===== src/hdl/scgs_pkg.sv =====
// ----------------------------------------------------------------------------
// scgs_pkg: shared types and constants for the stick conditioner
// Transaction structs, sequencer states, register map, reset values and the
// fixed-point constants used by the expo curve, filter and speed blend.
// ----------------------------------------------------------------------------
package scgs_pkg;

  // Input transaction: one control tick
  typedef struct packed {
    logic               link_up;
    logic signed [15:0] stick_fwd;
    logic signed [15:0] stick_side;
    logic signed [15:0] stick_yaw;
    logic        [15:0] base_speed;
    logic               readback_ok;
  } in_item_t;

  // Output transaction: one result per tick
  typedef struct packed {
    logic               active;
    logic signed [15:0] vel_fwd;
    logic signed [15:0] vel_side;
    logic signed [15:0] vel_yaw;
    logic               gait_on;
    logic               gait_start;
    logic               torque_on;
    logic        [1:0]  frame_writes;
    logic        [15:0] servo_speed;
    logic               fail_warning;
  } out_item_t;

  // Sequencer states
  typedef enum logic [3:0] {
    ST_IDLE,
    ST_ABS,
    ST_CLR,
    ST_SQ,
    ST_EA,
    ST_CUBE,
    ST_EXPO,
    ST_DIFF,
    ST_FMUL,
    ST_FUPD,
    ST_SPD,
    ST_SPDW,
    ST_SUP,
    ST_OUT
  } st_t;

  // Supervisor command and status
  typedef struct packed {
    logic upd;
    logic link_up;
    logic motion;
    logic readback_ok;
  } sup_cmd_t;

  typedef struct packed {
    logic       gait_on;
    logic       gait_start;
    logic       torque_on;
    logic [1:0] frame_writes;
    logic       fail_warning;
  } sup_stat_t;

  // Register map (word index)
  localparam logic [2:0] REG_EXPO_PLANAR  = 3'd0;
  localparam logic [2:0] REG_EXPO_YAW     = 3'd1;
  localparam logic [2:0] REG_FILTER_ALPHA = 3'd2;
  localparam logic [2:0] REG_MOTION_THR   = 3'd3;
  localparam logic [2:0] REG_IDLE_TIMEOUT = 3'd4;
  localparam logic [2:0] REG_SETTLE_TICKS = 3'd5;
  localparam logic [2:0] REG_SPEED_CEIL   = 3'd6;

  // Register reset values
  localparam logic [15:0] RST_EXPO_PLANAR  = 16'd45875;
  localparam logic [15:0] RST_EXPO_YAW     = 16'd36045;
  localparam logic [15:0] RST_FILTER_ALPHA = 16'd5041;
  localparam logic [14:0] RST_MOTION_THR   = 15'd164;
  localparam logic [15:0] RST_IDLE_TIMEOUT = 16'd1500;
  localparam logic [15:0] RST_SETTLE_TICKS = 16'd200;
  localparam logic [15:0] RST_SPEED_CEIL   = 16'd3700;

  // Frame write codes
  localparam logic [1:0] FRAMES_NONE  = 2'd0;
  localparam logic [1:0] FRAMES_ONE   = 2'd1;
  localparam logic [1:0] FRAMES_PRIME = 2'd2;

  // Consecutive readback failures that raise the warning
  localparam logic [7:0] FAIL_WARN_LIMIT = 8'd5;
  localparam logic [7:0] FAIL_SAT       = 8'd255;
  localparam logic [15:0] TICK_SAT      = 16'd65535;

  // Fixed-point constants
  localparam logic [14:0] FULL_SCALE = 15'd16384;       // 1.0 in Q2.14
  localparam logic [28:0] CUBE_ONE   = 29'h1000_0000;    // 2^28, (1.0)^2 in Q.28
  localparam longint      EXPO_HALF  = 64'h0000_0800_0000_0000; // 2^43
  localparam int          ALPHA_HALF = 32768;            // half LSB of Q0.16
  localparam int          SPEED_HALF = 8192;             // half LSB of Q2.14

endpackage


===== src/hdl/scgs_mul.sv =====
// ----------------------------------------------------------------------------
// scgs_mul: shared signed multiplier
// One registered signed multiply, reused by the sequencer for the expo curve,
// the low-pass filter and the speed blend.
// ----------------------------------------------------------------------------
module scgs_mul #(
  parameter int MW = 32
) (
  input  logic                   clk,
  input  logic                   en,
  input  logic signed [MW-1:0]   op_a,
  input  logic signed [MW-1:0]   op_b,
  output logic signed [2*MW-1:0] prod
);

  // Register the product when an operation is issued
  always_ff @(posedge clk) begin
    if (en) begin
      prod <= op_a * op_b;
    end
  end

endmodule


===== src/hdl/scgs_sup.sv =====
// ----------------------------------------------------------------------------
// scgs_sup: gait and torque supervisor
// Tracks link, gait, torque, idle and settle timers, frame priming and the
// readback failure count. Updates once per tick on a command pulse.
// ----------------------------------------------------------------------------
module scgs_sup (
  input  logic                clk,
  input  logic                rst,
  input  logic [15:0]         idle_timeout_ticks,
  input  logic [15:0]         settle_ticks,
  input  scgs_pkg::sup_cmd_t  cmd,
  output scgs_pkg::sup_stat_t stat
);
  import scgs_pkg::*;

  logic        link_seen, gait_state, torque_state, output_primed, settle_armed;
  logic [15:0] idle_count, settle_count;
  logic [7:0]  fail_count;
  logic        start_q, warn_q;
  logic [1:0]  writes_q;

  logic        link_seen_next, gait_state_next, torque_state_next;
  logic        output_primed_next, settle_armed_next;
  logic [15:0] idle_count_next, settle_count_next;
  logic [7:0]  fail_count_next;
  logic        start_next, warn_next;
  logic [1:0]  writes_next;

  // Work out the tick's decisions in order
  always_comb begin
    link_seen_next     = link_seen;
    gait_state_next    = gait_state;
    torque_state_next  = torque_state;
    output_primed_next = output_primed;
    settle_armed_next  = settle_armed;
    idle_count_next    = idle_count;
    settle_count_next  = settle_count;
    fail_count_next    = fail_count;
    start_next         = 1'b0;
    warn_next          = 1'b0;
    writes_next        = FRAMES_NONE;

    if (!cmd.link_up) begin
      link_seen_next     = 1'b0;
      gait_state_next    = 1'b0;
      torque_state_next  = 1'b0;
      output_primed_next = 1'b0;
      settle_armed_next  = 1'b0;
      idle_count_next    = '0;
      settle_count_next  = '0;
      fail_count_next    = '0;
    end else begin
      // Connect or count idle time
      if (!link_seen_next) begin
        link_seen_next    = 1'b1;
        idle_count_next   = '0;
        torque_state_next = 1'b1;
        fail_count_next   = '0;
      end else if (idle_count_next != TICK_SAT) begin
        idle_count_next = idle_count_next + 16'd1;
      end

      // Start gait on motion, stop on timeout, cut torque after settling
      if (cmd.motion) begin
        idle_count_next = '0;
        if (!gait_state_next) begin
          if (!torque_state_next) begin
            torque_state_next = 1'b1;
            fail_count_next   = '0;
          end
          settle_armed_next  = 1'b0;
          gait_state_next    = 1'b1;
          start_next         = 1'b1;
          output_primed_next = 1'b0;
        end
      end else begin
        if (settle_armed_next && settle_count_next != TICK_SAT) begin
          settle_count_next = settle_count_next + 16'd1;
        end
        if (gait_state_next && idle_count_next >= idle_timeout_ticks) begin
          gait_state_next   = 1'b0;
          settle_armed_next = 1'b1;
          settle_count_next = '0;
        end
        if (!gait_state_next && torque_state_next && settle_armed_next &&
            settle_count_next >= settle_ticks) begin
          torque_state_next = 1'b0;
          fail_count_next   = '0;
          settle_armed_next = 1'b0;
        end
      end

      // Frame count and readback failures, only with torque on
      if (torque_state_next) begin
        if (!output_primed_next) begin
          writes_next        = FRAMES_PRIME;
          output_primed_next = 1'b1;
        end else begin
          writes_next = FRAMES_ONE;
        end
        if (cmd.readback_ok) begin
          fail_count_next = '0;
        end else begin
          if (fail_count_next != FAIL_SAT) begin
            fail_count_next = fail_count_next + 8'd1;
          end
          if (fail_count_next == FAIL_WARN_LIMIT) begin
            warn_next = 1'b1;
          end
        end
      end
    end
  end

  // Hold state between ticks
  always_ff @(posedge clk) begin
    if (rst) begin
      link_seen     <= 1'b0;
      gait_state    <= 1'b0;
      torque_state  <= 1'b0;
      output_primed <= 1'b0;
      settle_armed  <= 1'b0;
      idle_count    <= '0;
      settle_count  <= '0;
      fail_count    <= '0;
      start_q       <= 1'b0;
      warn_q        <= 1'b0;
      writes_q      <= FRAMES_NONE;
    end else if (cmd.upd) begin
      link_seen     <= link_seen_next;
      gait_state    <= gait_state_next;
      torque_state  <= torque_state_next;
      output_primed <= output_primed_next;
      settle_armed  <= settle_armed_next;
      idle_count    <= idle_count_next;
      settle_count  <= settle_count_next;
      fail_count    <= fail_count_next;
      start_q       <= start_next;
      warn_q        <= warn_next;
      writes_q      <= writes_next;
    end
  end

  assign stat.gait_on      = gait_state;
  assign stat.gait_start   = start_q;
  assign stat.torque_on    = torque_state;
  assign stat.frame_writes = writes_q;
  assign stat.fail_warning = warn_q;

endmodule


===== src/hdl/stick_conditioner_gait_supervisor.sv =====
// ----------------------------------------------------------------------------
// stick_conditioner_gait_supervisor: stick expo, low-pass and gait control
// Usage:
//   Input channel (in_valid / in_stall / in_data) carries one control tick per
//   transaction; output channel (out_valid / out_stall / out_data) returns one
//   result per tick. Configuration goes through the APB port, word registers
//   at byte address 4*index, which are to be written only while the block is
//   idle; the block itself does not enforce this. Each tick runs through one
//   shared multiplier under a sequencer: four multiplies per axis for the expo
//   curve and filter, one for the speed blend. On the first tick after connect
//   the filter is primed and skips its multiply; a disconnected tick skips all
//   multiplies. in_stall stays high while a tick is in work.
//   The result sits in an output register; the next tick is accepted while
//   it waits. If the receiver stalls, the sequencer holds its finished
//   result at the last step until the output register frees.
//   Reset (rst, synchronous) restores the register defaults and clears the
//   filters, gait, torque and failure state.
// ----------------------------------------------------------------------------
module stick_conditioner_gait_supervisor #(
  parameter int FILTER_FRAC_BITS = 8
) (
  input  logic                 clk,
  input  logic                 rst,
  input  logic                 in_valid,
  output logic                 in_stall,
  input  scgs_pkg::in_item_t   in_data,
  output logic                 out_valid,
  input  logic                 out_stall,
  output scgs_pkg::out_item_t  out_data,
  input  logic                 psel,
  input  logic                 penable,
  input  logic                 pwrite,
  input  logic [4:0]           paddr,
  input  logic [31:0]          pwdata,
  output logic [31:0]          prdata,
  output logic                 pready
);
  import scgs_pkg::*;

  localparam int FW = 16 + FILTER_FRAC_BITS;      // filter state width
  localparam int DW = FW + 1;                     // filter error width
  localparam int MW = (DW > 32) ? DW : 32;        // multiplier operand width
  localparam int PW = 2 * MW;                     // product width
  localparam int VEL_HALF = (FILTER_FRAC_BITS == 0) ? 0 : (1 << (FILTER_FRAC_BITS - 1));

  // Configuration registers
  logic [15:0] expo_planar, expo_yaw, filter_alpha;
  logic [14:0] motion_threshold;
  logic [15:0] idle_timeout_ticks, settle_ticks, speed_ceiling;
  logic        cfg_wr;

  // Sequencer
  st_t         state, state_next;
  logic [1:0]  ax;
  logic        in_acc, out_load;

  // Datapath registers
  in_item_t              in_q;
  logic [14:0]           mag [3];
  logic                  neg [3];
  logic [14:0]           s_max;
  logic [28:0]           d_reg;
  logic signed [15:0]    expo_val;
  logic signed [DW-1:0]  diff_reg;
  logic signed [FW-1:0]  filt [3];
  logic                  filter_primed;
  logic [15:0]           speed;

  // Combinational helpers
  logic [14:0]           mag_in [3];
  logic [16:0]           abs_in [3];
  logic [14:0]           a_cur;
  logic [15:0]           e_cur;
  logic signed [59:0]    t_expo;
  logic signed [15:0]    r_expo;
  logic signed [FW-1:0]  target;
  logic signed [PW-1:0]  prod, prod_rnd, spd_sum;
  logic signed [16:0]    spd_delta;
  logic [FW-1:0]         filt_abs [3];
  logic [FW-1:0]         thr_scaled;
  logic                  motion;
  logic signed [FW-1:0]  vel_rnd [3];

  logic                  mul_en;
  logic signed [MW-1:0]  mul_a, mul_b;
  sup_cmd_t              sup_cmd;
  sup_stat_t             sup_stat;

  // --------------------------------------------------------------------------
  // Configuration port
  // --------------------------------------------------------------------------
  assign pready = 1'b1;
  assign cfg_wr = psel && penable && pwrite && pready;

  // Write registers
  always_ff @(posedge clk) begin
    if (rst) begin
      expo_planar        <= RST_EXPO_PLANAR;
      expo_yaw           <= RST_EXPO_YAW;
      filter_alpha       <= RST_FILTER_ALPHA;
      motion_threshold   <= RST_MOTION_THR;
      idle_timeout_ticks <= RST_IDLE_TIMEOUT;
      settle_ticks       <= RST_SETTLE_TICKS;
      speed_ceiling      <= RST_SPEED_CEIL;
    end else if (cfg_wr) begin
      case (paddr[4:2])
        REG_EXPO_PLANAR:  expo_planar        <= pwdata[15:0];
        REG_EXPO_YAW:     expo_yaw           <= pwdata[15:0];
        REG_FILTER_ALPHA: filter_alpha       <= pwdata[15:0];
        REG_MOTION_THR:   motion_threshold   <= pwdata[14:0];
        REG_IDLE_TIMEOUT: idle_timeout_ticks <= pwdata[15:0];
        REG_SETTLE_TICKS: settle_ticks       <= pwdata[15:0];
        REG_SPEED_CEIL:   speed_ceiling      <= pwdata[15:0];
        default: ;
      endcase
    end
  end

  // Read back registers
  always_comb begin
    case (paddr[4:2])
      REG_EXPO_PLANAR:  prdata = 32'(expo_planar);
      REG_EXPO_YAW:     prdata = 32'(expo_yaw);
      REG_FILTER_ALPHA: prdata = 32'(filter_alpha);
      REG_MOTION_THR:   prdata = 32'(motion_threshold);
      REG_IDLE_TIMEOUT: prdata = 32'(idle_timeout_ticks);
      REG_SETTLE_TICKS: prdata = 32'(settle_ticks);
      REG_SPEED_CEIL:   prdata = 32'(speed_ceiling);
      default:          prdata = '0;
    endcase
  end

  // --------------------------------------------------------------------------
  // Handshakes
  // --------------------------------------------------------------------------
  assign in_stall = (state != ST_IDLE);
  assign in_acc   = in_valid && !in_stall;
  assign out_load = (state == ST_OUT) && (!out_valid || !out_stall);

  // --------------------------------------------------------------------------
  // Sequencer
  // --------------------------------------------------------------------------
  always_ff @(posedge clk) begin
    if (rst) begin
      state <= ST_IDLE;
    end else begin
      state <= state_next;
    end
  end

  // Next state and multiplier operands
  always_comb begin
    state_next = state;
    mul_en     = 1'b0;
    mul_a      = '0;
    mul_b      = '0;
    case (state)
      ST_IDLE: begin
        if (in_acc) begin
          state_next = in_data.link_up ? ST_ABS : ST_CLR;
        end
      end
      ST_ABS:  state_next = ST_SQ;
      ST_CLR:  state_next = ST_SUP;
      ST_SQ: begin
        mul_en     = 1'b1;
        mul_a      = MW'(a_cur);
        mul_b      = MW'(a_cur);
        state_next = ST_EA;
      end
      ST_EA: begin
        mul_en     = 1'b1;
        mul_a      = MW'(e_cur);
        mul_b      = MW'(a_cur);
        state_next = ST_CUBE;
      end
      ST_CUBE: begin
        mul_en     = 1'b1;
        mul_a      = MW'(prod[29:0]);
        mul_b      = MW'(d_reg);
        state_next = ST_EXPO;
      end
      ST_EXPO: state_next = ST_DIFF;
      ST_DIFF: begin
        if (filter_primed) begin
          state_next = ST_FMUL;
        end else if (ax == 2'd2) begin
          state_next = ST_SPD;
        end else begin
          state_next = ST_SQ;
        end
      end
      ST_FMUL: begin
        mul_en     = 1'b1;
        mul_a      = MW'(diff_reg);
        mul_b      = MW'(filter_alpha);
        state_next = ST_FUPD;
      end
      ST_FUPD: state_next = (ax == 2'd2) ? ST_SPD : ST_SQ;
      ST_SPD: begin
        mul_en     = 1'b1;
        mul_a      = MW'(spd_delta);
        mul_b      = MW'(s_max);
        state_next = ST_SPDW;
      end
      ST_SPDW: state_next = ST_SUP;
      ST_SUP:  state_next = ST_OUT;
      ST_OUT: begin
        if (out_load) begin
          state_next = ST_IDLE;
        end
      end
      default: state_next = ST_IDLE;
    endcase
  end

  // --------------------------------------------------------------------------
  // Shared multiplier
  // --------------------------------------------------------------------------
  scgs_mul #(
    .MW (MW)
  ) u_mul (
    .clk  (clk),
    .en   (mul_en),
    .op_a (mul_a),
    .op_b (mul_b),
    .prod (prod)
  );

  // --------------------------------------------------------------------------
  // Datapath
  // --------------------------------------------------------------------------

  // Clamp stick magnitudes to full scale
  always_comb begin
    abs_in[0] = in_q.stick_fwd[15]  ? 17'(-in_q.stick_fwd)  : 17'(in_q.stick_fwd);
    abs_in[1] = in_q.stick_side[15] ? 17'(-in_q.stick_side) : 17'(in_q.stick_side);
    abs_in[2] = in_q.stick_yaw[15]  ? 17'(-in_q.stick_yaw)  : 17'(in_q.stick_yaw);
    // the most negative code has magnitude 32768, which needs the 17-bit width
    if (in_q.stick_fwd == 16'sh8000)  abs_in[0] = 17'd32768;
    if (in_q.stick_side == 16'sh8000) abs_in[1] = 17'd32768;
    if (in_q.stick_yaw == 16'sh8000)  abs_in[2] = 17'd32768;
    for (int i = 0; i < 3; i++) begin
      mag_in[i] = (abs_in[i] > 17'(FULL_SCALE)) ? FULL_SCALE : abs_in[i][14:0];
    end
  end

  // Per-axis selections
  assign a_cur = mag[ax];
  assign e_cur = (ax == 2'd2) ? expo_yaw : expo_planar;

  // Expo: r = a + floor((2^43 - e*a*(2^28 - a^2)) / 2^44)
  assign t_expo = 60'(EXPO_HALF) - prod[59:0];
  assign r_expo = $signed({1'b0, a_cur}) + $signed(t_expo[59:44]);

  // Filter target and rounded update
  assign target   = FW'(expo_val) <<< FILTER_FRAC_BITS;
  assign prod_rnd = (prod + PW'(ALPHA_HALF)) >>> 16;

  // Speed blend: base + (ceiling - base) * s / 16384, rounded
  assign spd_delta = $signed({1'b0, speed_ceiling}) - $signed({1'b0, in_q.base_speed});
  assign spd_sum   = prod + $signed(PW'({in_q.base_speed, 14'd0})) + PW'(SPEED_HALF);

  // Motion on any axis above threshold
  assign thr_scaled = FW'(motion_threshold) << FILTER_FRAC_BITS;
  always_comb begin
    motion = 1'b0;
    for (int i = 0; i < 3; i++) begin
      filt_abs[i] = filt[i][FW-1] ? FW'(-filt[i]) : FW'(filt[i]);
      if (filt_abs[i] > thr_scaled) begin
        motion = 1'b1;
      end
      vel_rnd[i] = (filt[i] + FW'(VEL_HALF)) >>> FILTER_FRAC_BITS;
    end
  end

  // Advance the datapath step by step
  always_ff @(posedge clk) begin
    if (rst) begin
      ax            <= '0;
      filter_primed <= 1'b0;
      for (int i = 0; i < 3; i++) begin
        filt[i] <= '0;
      end
    end else begin
      case (state)
        ST_IDLE: begin
          if (in_acc) begin
            in_q <= in_data;
          end
        end
        ST_ABS: begin
          ax <= '0;
          for (int i = 0; i < 3; i++) begin
            mag[i] <= mag_in[i];
          end
          neg[0] <= in_q.stick_fwd[15];
          neg[1] <= in_q.stick_side[15];
          neg[2] <= in_q.stick_yaw[15];
          if (mag_in[0] >= mag_in[1] && mag_in[0] >= mag_in[2]) begin
            s_max <= mag_in[0];
          end else if (mag_in[1] >= mag_in[2]) begin
            s_max <= mag_in[1];
          end else begin
            s_max <= mag_in[2];
          end
        end
        ST_CLR: begin
          filter_primed <= 1'b0;
          speed         <= '0;
          for (int i = 0; i < 3; i++) begin
            filt[i] <= '0;
          end
        end
        ST_EA: begin
          d_reg <= CUBE_ONE - prod[28:0];
        end
        ST_EXPO: begin
          expo_val <= neg[ax] ? -r_expo : r_expo;
        end
        ST_DIFF: begin
          if (filter_primed) begin
            diff_reg <= DW'(target) - DW'(filt[ax]);
          end else begin
            filt[ax] <= target;
            ax       <= ax + 2'd1;
          end
        end
        ST_FUPD: begin
          filt[ax] <= filt[ax] + $signed(prod_rnd[FW-1:0]);
          ax       <= ax + 2'd1;
        end
        ST_SPDW: begin
          speed         <= spd_sum[29:14];
          filter_primed <= 1'b1;
        end
        default: ;
      endcase
    end
  end

  // --------------------------------------------------------------------------
  // Supervisor
  // --------------------------------------------------------------------------
  assign sup_cmd.upd         = (state == ST_SUP);
  assign sup_cmd.link_up     = in_q.link_up;
  assign sup_cmd.motion      = motion;
  assign sup_cmd.readback_ok = in_q.readback_ok;

  scgs_sup u_sup (
    .clk                (clk),
    .rst                (rst),
    .idle_timeout_ticks (idle_timeout_ticks),
    .settle_ticks       (settle_ticks),
    .cmd                (sup_cmd),
    .stat               (sup_stat)
  );

  // --------------------------------------------------------------------------
  // Output register
  // --------------------------------------------------------------------------
  always_ff @(posedge clk) begin
    if (rst) begin
      out_valid <= 1'b0;
    end else if (out_load) begin
      out_valid <= 1'b1;
    end else if (!out_stall) begin
      out_valid <= 1'b0;
    end
  end

  // Load the finished transaction
  always_ff @(posedge clk) begin
    if (out_load) begin
      out_data.active       <= in_q.link_up;
      out_data.vel_fwd      <= vel_rnd[0][15:0];
      out_data.vel_side     <= vel_rnd[1][15:0];
      out_data.vel_yaw      <= vel_rnd[2][15:0];
      out_data.gait_on      <= sup_stat.gait_on;
      out_data.gait_start   <= sup_stat.gait_start;
      out_data.torque_on    <= sup_stat.torque_on;
      out_data.frame_writes <= sup_stat.frame_writes;
      out_data.servo_speed  <= in_q.link_up ? speed : 16'd0;
      out_data.fail_warning <= sup_stat.fail_warning;
    end
  end

  // --------------------------------------------------------------------------
  // Assertions
  // --------------------------------------------------------------------------
  a_out_from_seq: assert property (@(posedge clk) disable iff (rst)
    $rose(out_valid) |-> $past(state == ST_OUT))
    else $error("result appeared outside the output step");

  a_accept_starts: assert property (@(posedge clk) disable iff (rst)
    in_valid && !in_stall |=> (state == ST_ABS || state == ST_CLR))
    else $error("accepted tick did not start the sequencer");

  a_gait_needs_torque: assert property (@(posedge clk) disable iff (rst)
    out_valid |-> (!out_data.gait_on || out_data.torque_on))
    else $error("gait on with torque off");

  a_disconnect_quiet: assert property (@(posedge clk) disable iff (rst)
    out_valid && !out_data.active |->
      (out_data.servo_speed == 16'd0 && out_data.frame_writes == FRAMES_NONE &&
       !out_data.torque_on && !out_data.fail_warning))
    else $error("disconnected tick produced a nonzero result");

endmodule

===== config.mk =====
export PLATFORM = sky130hd
export DESIGN_NAME = stick_conditioner_gait_supervisor
export DESIGN_NICKNAME = d
export VERILOG_FILES = /design/src/hdl/scgs_pkg.sv /design/src/hdl/scgs_mul.sv /design/src/hdl/scgs_sup.sv /design/src/hdl/stick_conditioner_gait_supervisor.sv
export SDC_FILE = /design/constraint.sdc
export NUM_CORES = 2
export LEC_CHECK = 0
export ABC_AREA = 0
export BUFFER_PORTS_ARGS = -buffer_cell sky130_fd_sc_hd__buf_4
export CELL_PAD_IN_SITES_DETAIL_PLACEMENT = 1
export CELL_PAD_IN_SITES_GLOBAL_PLACEMENT = 2
export CORE_ASPECT_RATIO = 1.4
export CORE_UTILIZATION = 45
export CTS_CLUSTER_SIZE = 20
export DETAILED_ROUTE_END_ITERATION = 8
export GPL_TIMING_DRIVEN = 0
export PLACE_DENSITY_LB_ADDON = 0.1
export RECOVER_POWER = 25
export SYNTH_ARGS = -nofsm -noshare
export SYNTH_HDL_FRONTEND = slang
export SYNTH_SLANG_ARGS = --single-unit
export TNS_END_PERCENT = 20

===== constraint.sdc =====
create_clock -name clk -period 26.5 [get_ports clk]
set_input_delay 5.3 -clock clk [delete_from_list [all_inputs] [get_ports clk]]
set_output_delay 5.3 -clock clk [all_outputs]
set_load 0.05 [all_outputs]

# --- Yosys cells after proc, flatten, opt, wreduce, memory -nomap -nowiden ---
# Memory sizes are Yosys's and may differ from the RTL's. A register that Yosys moved wholly into a read port is not among the register bits.
# Cells that the tools add are included.
totals:
  reg_bits: 466
  ramBits: 120
  inputBits: 110
  out_inout_bits: 106
  wordCells: 283
  memories: 3
memory_table:
  columns: ["memory", "words", "width", "read_ports", "rd_ports_with_merged_regs", "wr", "line_no", "source"]
  rows:
  - ["filt", 3, 24, 4, 1, 3, "stick_conditioner_gait_supervisor.sv:65", "logic signed [FW-1:0] filt [3];"]
  - ["mag", 3, 15, 1, 1, 3, "stick_conditioner_gait_supervisor.sv:59", "logic [14:0] mag [3];"]
  - ["neg", 3, 1, 1, 1, 3, "stick_conditioner_gait_supervisor.sv:60", "logic neg [3];"]
classes:
  add_sub_neg: 23
  multipliers: 1
  order_cmp: 11
  n_eq_ne: 33
  mux: 122
  n_bitwise: 5
  n_reduce_logical: 41
ops:
  columns: ["operator", "n"]
  rows:
  - ["$mux 16", 13]
  - ["$mux 24", 8]
  - ["$pmux 32 s5", 1]
  - ["$pmux 29 s4", 1]
  - ["$pmux 16 s7", 1]
  - ["$mux 8", 13]
  - ["$mux 17", 6]
  - ["$mux 15", 5]
  - ["$add 24x9->24 const B", 3]
  - ["$gt 24x23->1", 3]
  - ["$neg 24->24", 3]
  - ["$mul 32x30->60", 1]
  - ["$sub 44x60->60 const A", 1]
  - ["$mux 1", 54]
  - ["$pmux 4 s13", 1]
  - ["$gt 17x15->1 const B", 3]
  - ["$neg 16->17", 3]
  - ["$eq 16x16->1 const B", 3]
  - ["$ge 15x15->1", 3]
  - ["$add 40x17->40 const B", 1]
  - ["$add 16x1->16 const B", 2]
  - ["$ge 16x16->1", 2]
  - ["$ne 16x16->1 const B", 2]
  - ["$pmux 16 s2", 1]
  - ["42 further kinds", 102]

# --- Depth between registers and ports, before layout ---
logic_depth:
  word_depth: 26
  ltp_mapped: 43
  depth_no_buf: 41

# --- Cells and area by module ---
# A second synthesis with hierarchy kept.
hier_totals:
  cells_unflattened: 7901
  area_unflattened_um2: 74266.2
by_module_without_submodules:
  columns: ["mod", "instances", "cells_per_inst", "area_each_um2", "seq_area_each_um2"]
  rows:
  - ["scgs_mul", 1, 4195, 39121.3, 1921.8]
  - ["stick_conditioner_gait_supervisor", 1, 3195, 31257.5, 13893.3]
  - ["scgs_sup", 1, 511, 3887.5, 980.9]

# --- Least setup slack after synthesis ---
# OpenSTA, ideal clock, no wires.
synth_path:
  path_type: "input to output"
  startpoint: "input paddr[2]"
  endpoint: "output prdata[14]"
  arrival_ps: 7336
  required_ps: 21200
  slack_ps: 13864
  stages: 7
  n_path_buf: 3
  cell_sequence: "clkbuf_1 buf_1 clkbuf_1 nand2_1 o21ai_0 a22oi_1 o221ai_1"
synth_via:
  elab_chain_cells: 2
  word_cells_on_any_way: 8
  classes_between: "eq/ne (6); mux (1); reduce/logical (1)"
synth_rtl:
  columns: ["item", "line_no", "source"]
  rows:
  - ["start: declaration", "stick_conditioner_gait_supervisor.sv:33", "input logic [4:0] paddr,"]
  - ["$eq 3x3->1 (tied with other cells)", "stick_conditioner_gait_supervisor.sv:121", "case (paddr[4:2])"]
  - ["$pmux 16 s7 *", "stick_conditioner_gait_supervisor.sv:121", null]
  - ["end: declaration", "stick_conditioner_gait_supervisor.sv:35", "output logic [31:0] prdata,"]
# Every way passes the cells marked *; elsewhere a longest branch is shown, timed or not.

# --- Worst setup path after layout ---
layout_path:
  startpoint: "register in_q[1] in the netlist's numbering"
  endpoint: "register u_mul.prod[56], data pin"
layout_via:
  elab_chain_cells: 3
layout_rtl:
  columns: ["item", "line_no", "source"]
  rows:
  - ["start: declaration", "stick_conditioner_gait_supervisor.sv:58", "in_item_t in_q;"]
  - ["start signal: assignment", "stick_conditioner_gait_supervisor.sv:289", "in_q <= in_data;"]
  - ["$sub 16x16->17", "stick_conditioner_gait_supervisor.sv:261", "assign spd_delta = $signed({1'b0, speed_ceiling}) - $signed({1'b0, in_q.base_speed});"]
  - ["$pmux 32 s5", "stick_conditioner_gait_supervisor.sv:157", "case (state)"]
  - ["$mul 32x30->60", "scgs_mul.sv:19", "prod <= op_a * op_b;"]
  - ["end signal: assignment", "scgs_mul.sv:19", null]
  - ["end: declaration", "scgs_mul.sv:13", "output logic signed [2*MW-1:0] prod"]
# Every way passes these cells.
# A chain may end at the register's enable or synchronous reset.

==> metrics list <==
- The run finished, with violations left.
- The final reports fail on capacitance limit, slew limit.
* Post-synthesis cell count: 7158
- Ranked by instance count, the synthesized netlist is headed by sky130_fd_sc_hd__inv_1 (1092), sky130_fd_sc_hd__fa_1 (950), sky130_fd_sc_hd__nor2_1 (868), sky130_fd_sc_hd__nand2_1 (850), sky130_fd_sc_hd__edfxtp_1 (442).
- In this run, post-CTS hold repair placed 0 buffers.
- In this run the mean area of a mapped cell was 9.45 sq um.
* Largest registers: filt (96), out_data (71), in_q (66)
- The Yosys step of the flow raised 0 warnings.
* Final number of setup-violating endpoints: 0
- Final-report hold violation count: 0
- Worst setup slack after layout: about 13000 ps
- Clock-pin slew was measured on the worst setup and hold paths at 70 ps.
* Final worst-path cycle share: 52.0%
* Critical Path Slowest Stage Cell: sky130_fd_sc_hd__a21oi_1
* Post-CTS setup-driven buffer insertion count: 0
- Wire length of the first global-routing pass: 394 mm
- Power per cell area: 94.5 nW/um^2
* Fraction of final layout cells with drive strength greater than 1: 6.63%
* Min Clock Period, post-route: roughly 14000 ps
* Count of max-cap constraint violations: 2
* Number of antenna violations at the first check in global routing: 5
- Clock tree from TritonCTS: yes
- After detailed routing, the number of remaining DRC violations is 0.
- Input and output buffers added on the ports amount to 177.
- In this run, CTS created clock tree buffers numbering 59.
* Layout area overhead: 9.67%
- Count of clock tree sinks: 612
- Final setup skew: 32.1 ps
* CTS resizes: 0
* Maximum number of buffers from clock root to sink: 3
- RSZ-0062 raised after global routing: no
- First-pass detailed-route iteration total: 9
* Cells taking the most area after synthesis: sky130_fd_sc_hd__fa_1 (28%), sky130_fd_sc_hd__edfxtp_1 (20%), sky130_fd_sc_hd__ha_1 (7.5%)
- Total of flip-flops plus latches after synthesis: 612
- Area share of the leading cell type in the synthesized netlist: 28.1%
* Max_slew headroom: -20.0%
* Final-report max-slew violation count: 61
- Most common cell in the synthesized netlist: sky130_fd_sc_hd__inv_1
- Maximum clock frequency: 0.0726 GHz
- Ports placed on the boundary: around 220
- Number of global-route vias before repair: 59200
* Total routing usage reported by global routing: about 36%
- The floorplan has 168 rows.
- Starting density of the core: 45.3%
- Maximum number of pins on one net before global-route repair: 33
- Top FF cell, synth: sky130_fd_sc_hd__edfxtp_1
- Power comes to between 7 and 8 mW.
* Y dimension of the die: 461 um
* Worst-skew pair later-pin latency: 680 ps
- Prior to clock tree synthesis, the placed netlist has a worst setup slack of 12460 ps.
* Peak fanout along the critical path: 10
* Post-Syn Area: about 68000 sq um
- Sum Neg Setup Slack: 0 ps
- Hold Crit Depth: 0
* Die span in x: 330 um
- Worst Setup Start Kind: register
- Of all flip-flops after synthesis, the portion carrying an async set or reset was 0%.
* Filler cell count in the final layout: 17200
- Core area: 149000 sq um
- Largest area contributor in the synthesized netlist: sky130_fd_sc_hd__fa_1
- The tightest min-delay check is of the register to register type.
- Worst stage delay on the critical path: approximately 1300 ps
- Via count: roughly 55000
* Required time at the endpoint of the critical path: roughly 27000 ps
* Detailed placer's ending HPWL: 228 mm
- At the pin with the least slew margin, the transition time is ~1800 ps.
- In this design, the critical path's most frequently occurring cell is sky130_fd_sc_hd__fa_1.
- Depth of the worst register-to-register path: 35
* Post-synthesis cell type count: ~110
- Final Hold Slack: about 430 ps
* Overall overflow remaining after global route: 0
- Area of the die: 152000 sq um
- STA classifies the critical path endpoint as a register.
- Leakage component of the power: between 30 and 40 nW
* Sequential cell area fraction in the yosys report: 24.6%
* Final RePlAce weighted congestion: 0.992
- The register with the most flip-flops in the layout has 96 of them.
- In this run, the number of DRC markers left after iteration 0 of detailed routing was 3590.
- VDD sags by at most 0.000138 V.
- Yosys mapped a number of flops with a built-in enable equal to 442.
- Data arrival time at the worst-slack endpoint: approximately 14000 ps
* Number of nets at the end of the flow: 8939
- Dividing the detail-routed wire length by the instance count gives 28.7 um.
* CTS root buffer: sky130_fd_sc_hd__clkbuf_16
* # H-tree levels: 2
- Type of the worst setup path: register to register
- Register ranked first by flip-flop count: filt
* Count of nets left with antenna violations after detail routing: 0
- Average vias per placed instance: ~5.8
- After detailed routing, the total wire length is 272 mm.
layout by cell type (no fill, tap or decap), types with 43 or more instances in the layout:
cell	instances
sky130_fd_sc_hd__a21o_1	84
sky130_fd_sc_hd__clkbuf_1	298
sky130_fd_sc_hd__nand4_1	51
sky130_fd_sc_hd__nor2_1	867
sky130_fd_sc_hd__nand2b_1	54
sky130_fd_sc_hd__nand3_1	106
sky130_fd_sc_hd__inv_1	1092
sky130_fd_sc_hd__clkbuf_16	62
sky130_fd_sc_hd__edfxtp_1	442
sky130_fd_sc_hd__nor2b_1	49
sky130_fd_sc_hd__fa_1	949
sky130_fd_sc_hd__nand2_1	850
sky130_fd_sc_hd__nor3_1	93
sky130_fd_sc_hd__clkbuf_4	43
sky130_fd_sc_hd__dfxtp_1	170
sky130_fd_sc_hd__a22oi_1	57
sky130_fd_sc_hd__buf_4	173
sky130_fd_sc_hd__a21oi_1	259
sky130_fd_sc_hd__xor2_1	145
sky130_fd_sc_hd__mux2i_1	63
sky130_fd_sc_hd__xnor2_1	226
sky130_fd_sc_hd__o21ai_0	172
sky130_fd_sc_hd__ha_1	403
worst max-delay path: cells and delay by family, from the launching register on:
family                     cells  cell delay, ps
DFF                            1             500
xor gates and xnor gates       1             310
and+or+nand+nor                5            1220
buffers and inverters          3             880
adders and majority gates     11            5250
AOI/OAI and AO/OA             15            5380
final timing paths:
path / startpoint / endpoint / slack (ps)
min: u_sup.gait_state / out_data[21] / 430
max reg2reg: in_q[1] / u_mul.prod[56] / 12720
max: in_q[1] / u_mul.prod[56] / 12720
min reg2reg: u_sup.gait_state / out_data[21] / 430
metal layers:
| metal | share of wire [%] | track usage, % | vias to the layer above |
|---|---|---|---|
| li1 | - | - | 23800 |
| met3 | 4.9 | 4.68 | 746 |
| met2 | 50 | 62.8 | 1789 |
| met4 | 9.6 | 29.0 | 4 |
| met5 | 0.0084 | 0 | - |
| met1 | 36 | 39.4 | 28300 |
stage by stage:
step | instance area [sq um] | utilization (%) | std cells
detailed placement | 72200 | 48.3 | 9368
finish | 74200 | 49.7 | 9487
global route | 74200 | 49.6 | 9483
floorplan | 67800 | - | 7197
global placement | 71600 | 47.9 | 9329
CTS | 74300 | 49.7 | 9480
power by group:
group,switching [mW],total (mW),internal (mW)
Sequential,0.176,1.48,1.30
Clock,0.415,0.937,0.523
Combinational,3.03,4.59,1.56
Total,3.62,7.01,3.39
cell type report:
type | instances | area (sq um) | area share (%)
Clock inverter | 41 | 472 | 0.636
Antenna cell | 5 | 12.5 | 0.0169
Sequential cell | 612 | 16700 | 22.5
Multi-Input combinational cell | 5150 | 45800 | 61.7
Tap cell | 1955 | 2450 | 3.30
Buffer | 341 | 1390 | 1.87
Timing Repair Buffer | 218 | 1710 | 2.30
Inverter | 1094 | 4110 | 5.53
Clock buffer | 71 | 1640 | 2.20
cell families (layout without fill, tap and decap cells):
| group | count (synthesis) | count (layout) | share of synthesized area (%) |
|---|---|---|---|
| fa+ha+maj | 1353 | 1353 | 35.6 |
| simple gates | 2329 | 2329 | 15.1 |
| compound gates | 921 | 921 | 9.10 |
| flops | 612 | 612 | 24.6 |
| other cells | 2 | 46 | 0.0111 |
| mux | 135 | 135 | 2.65 |
| buf+inv | 1435 | 1765 | 8.12 |
| xor+xnor | 371 | 371 | 4.80 |
Note: power is estimated with default switching activity, not from simulation.
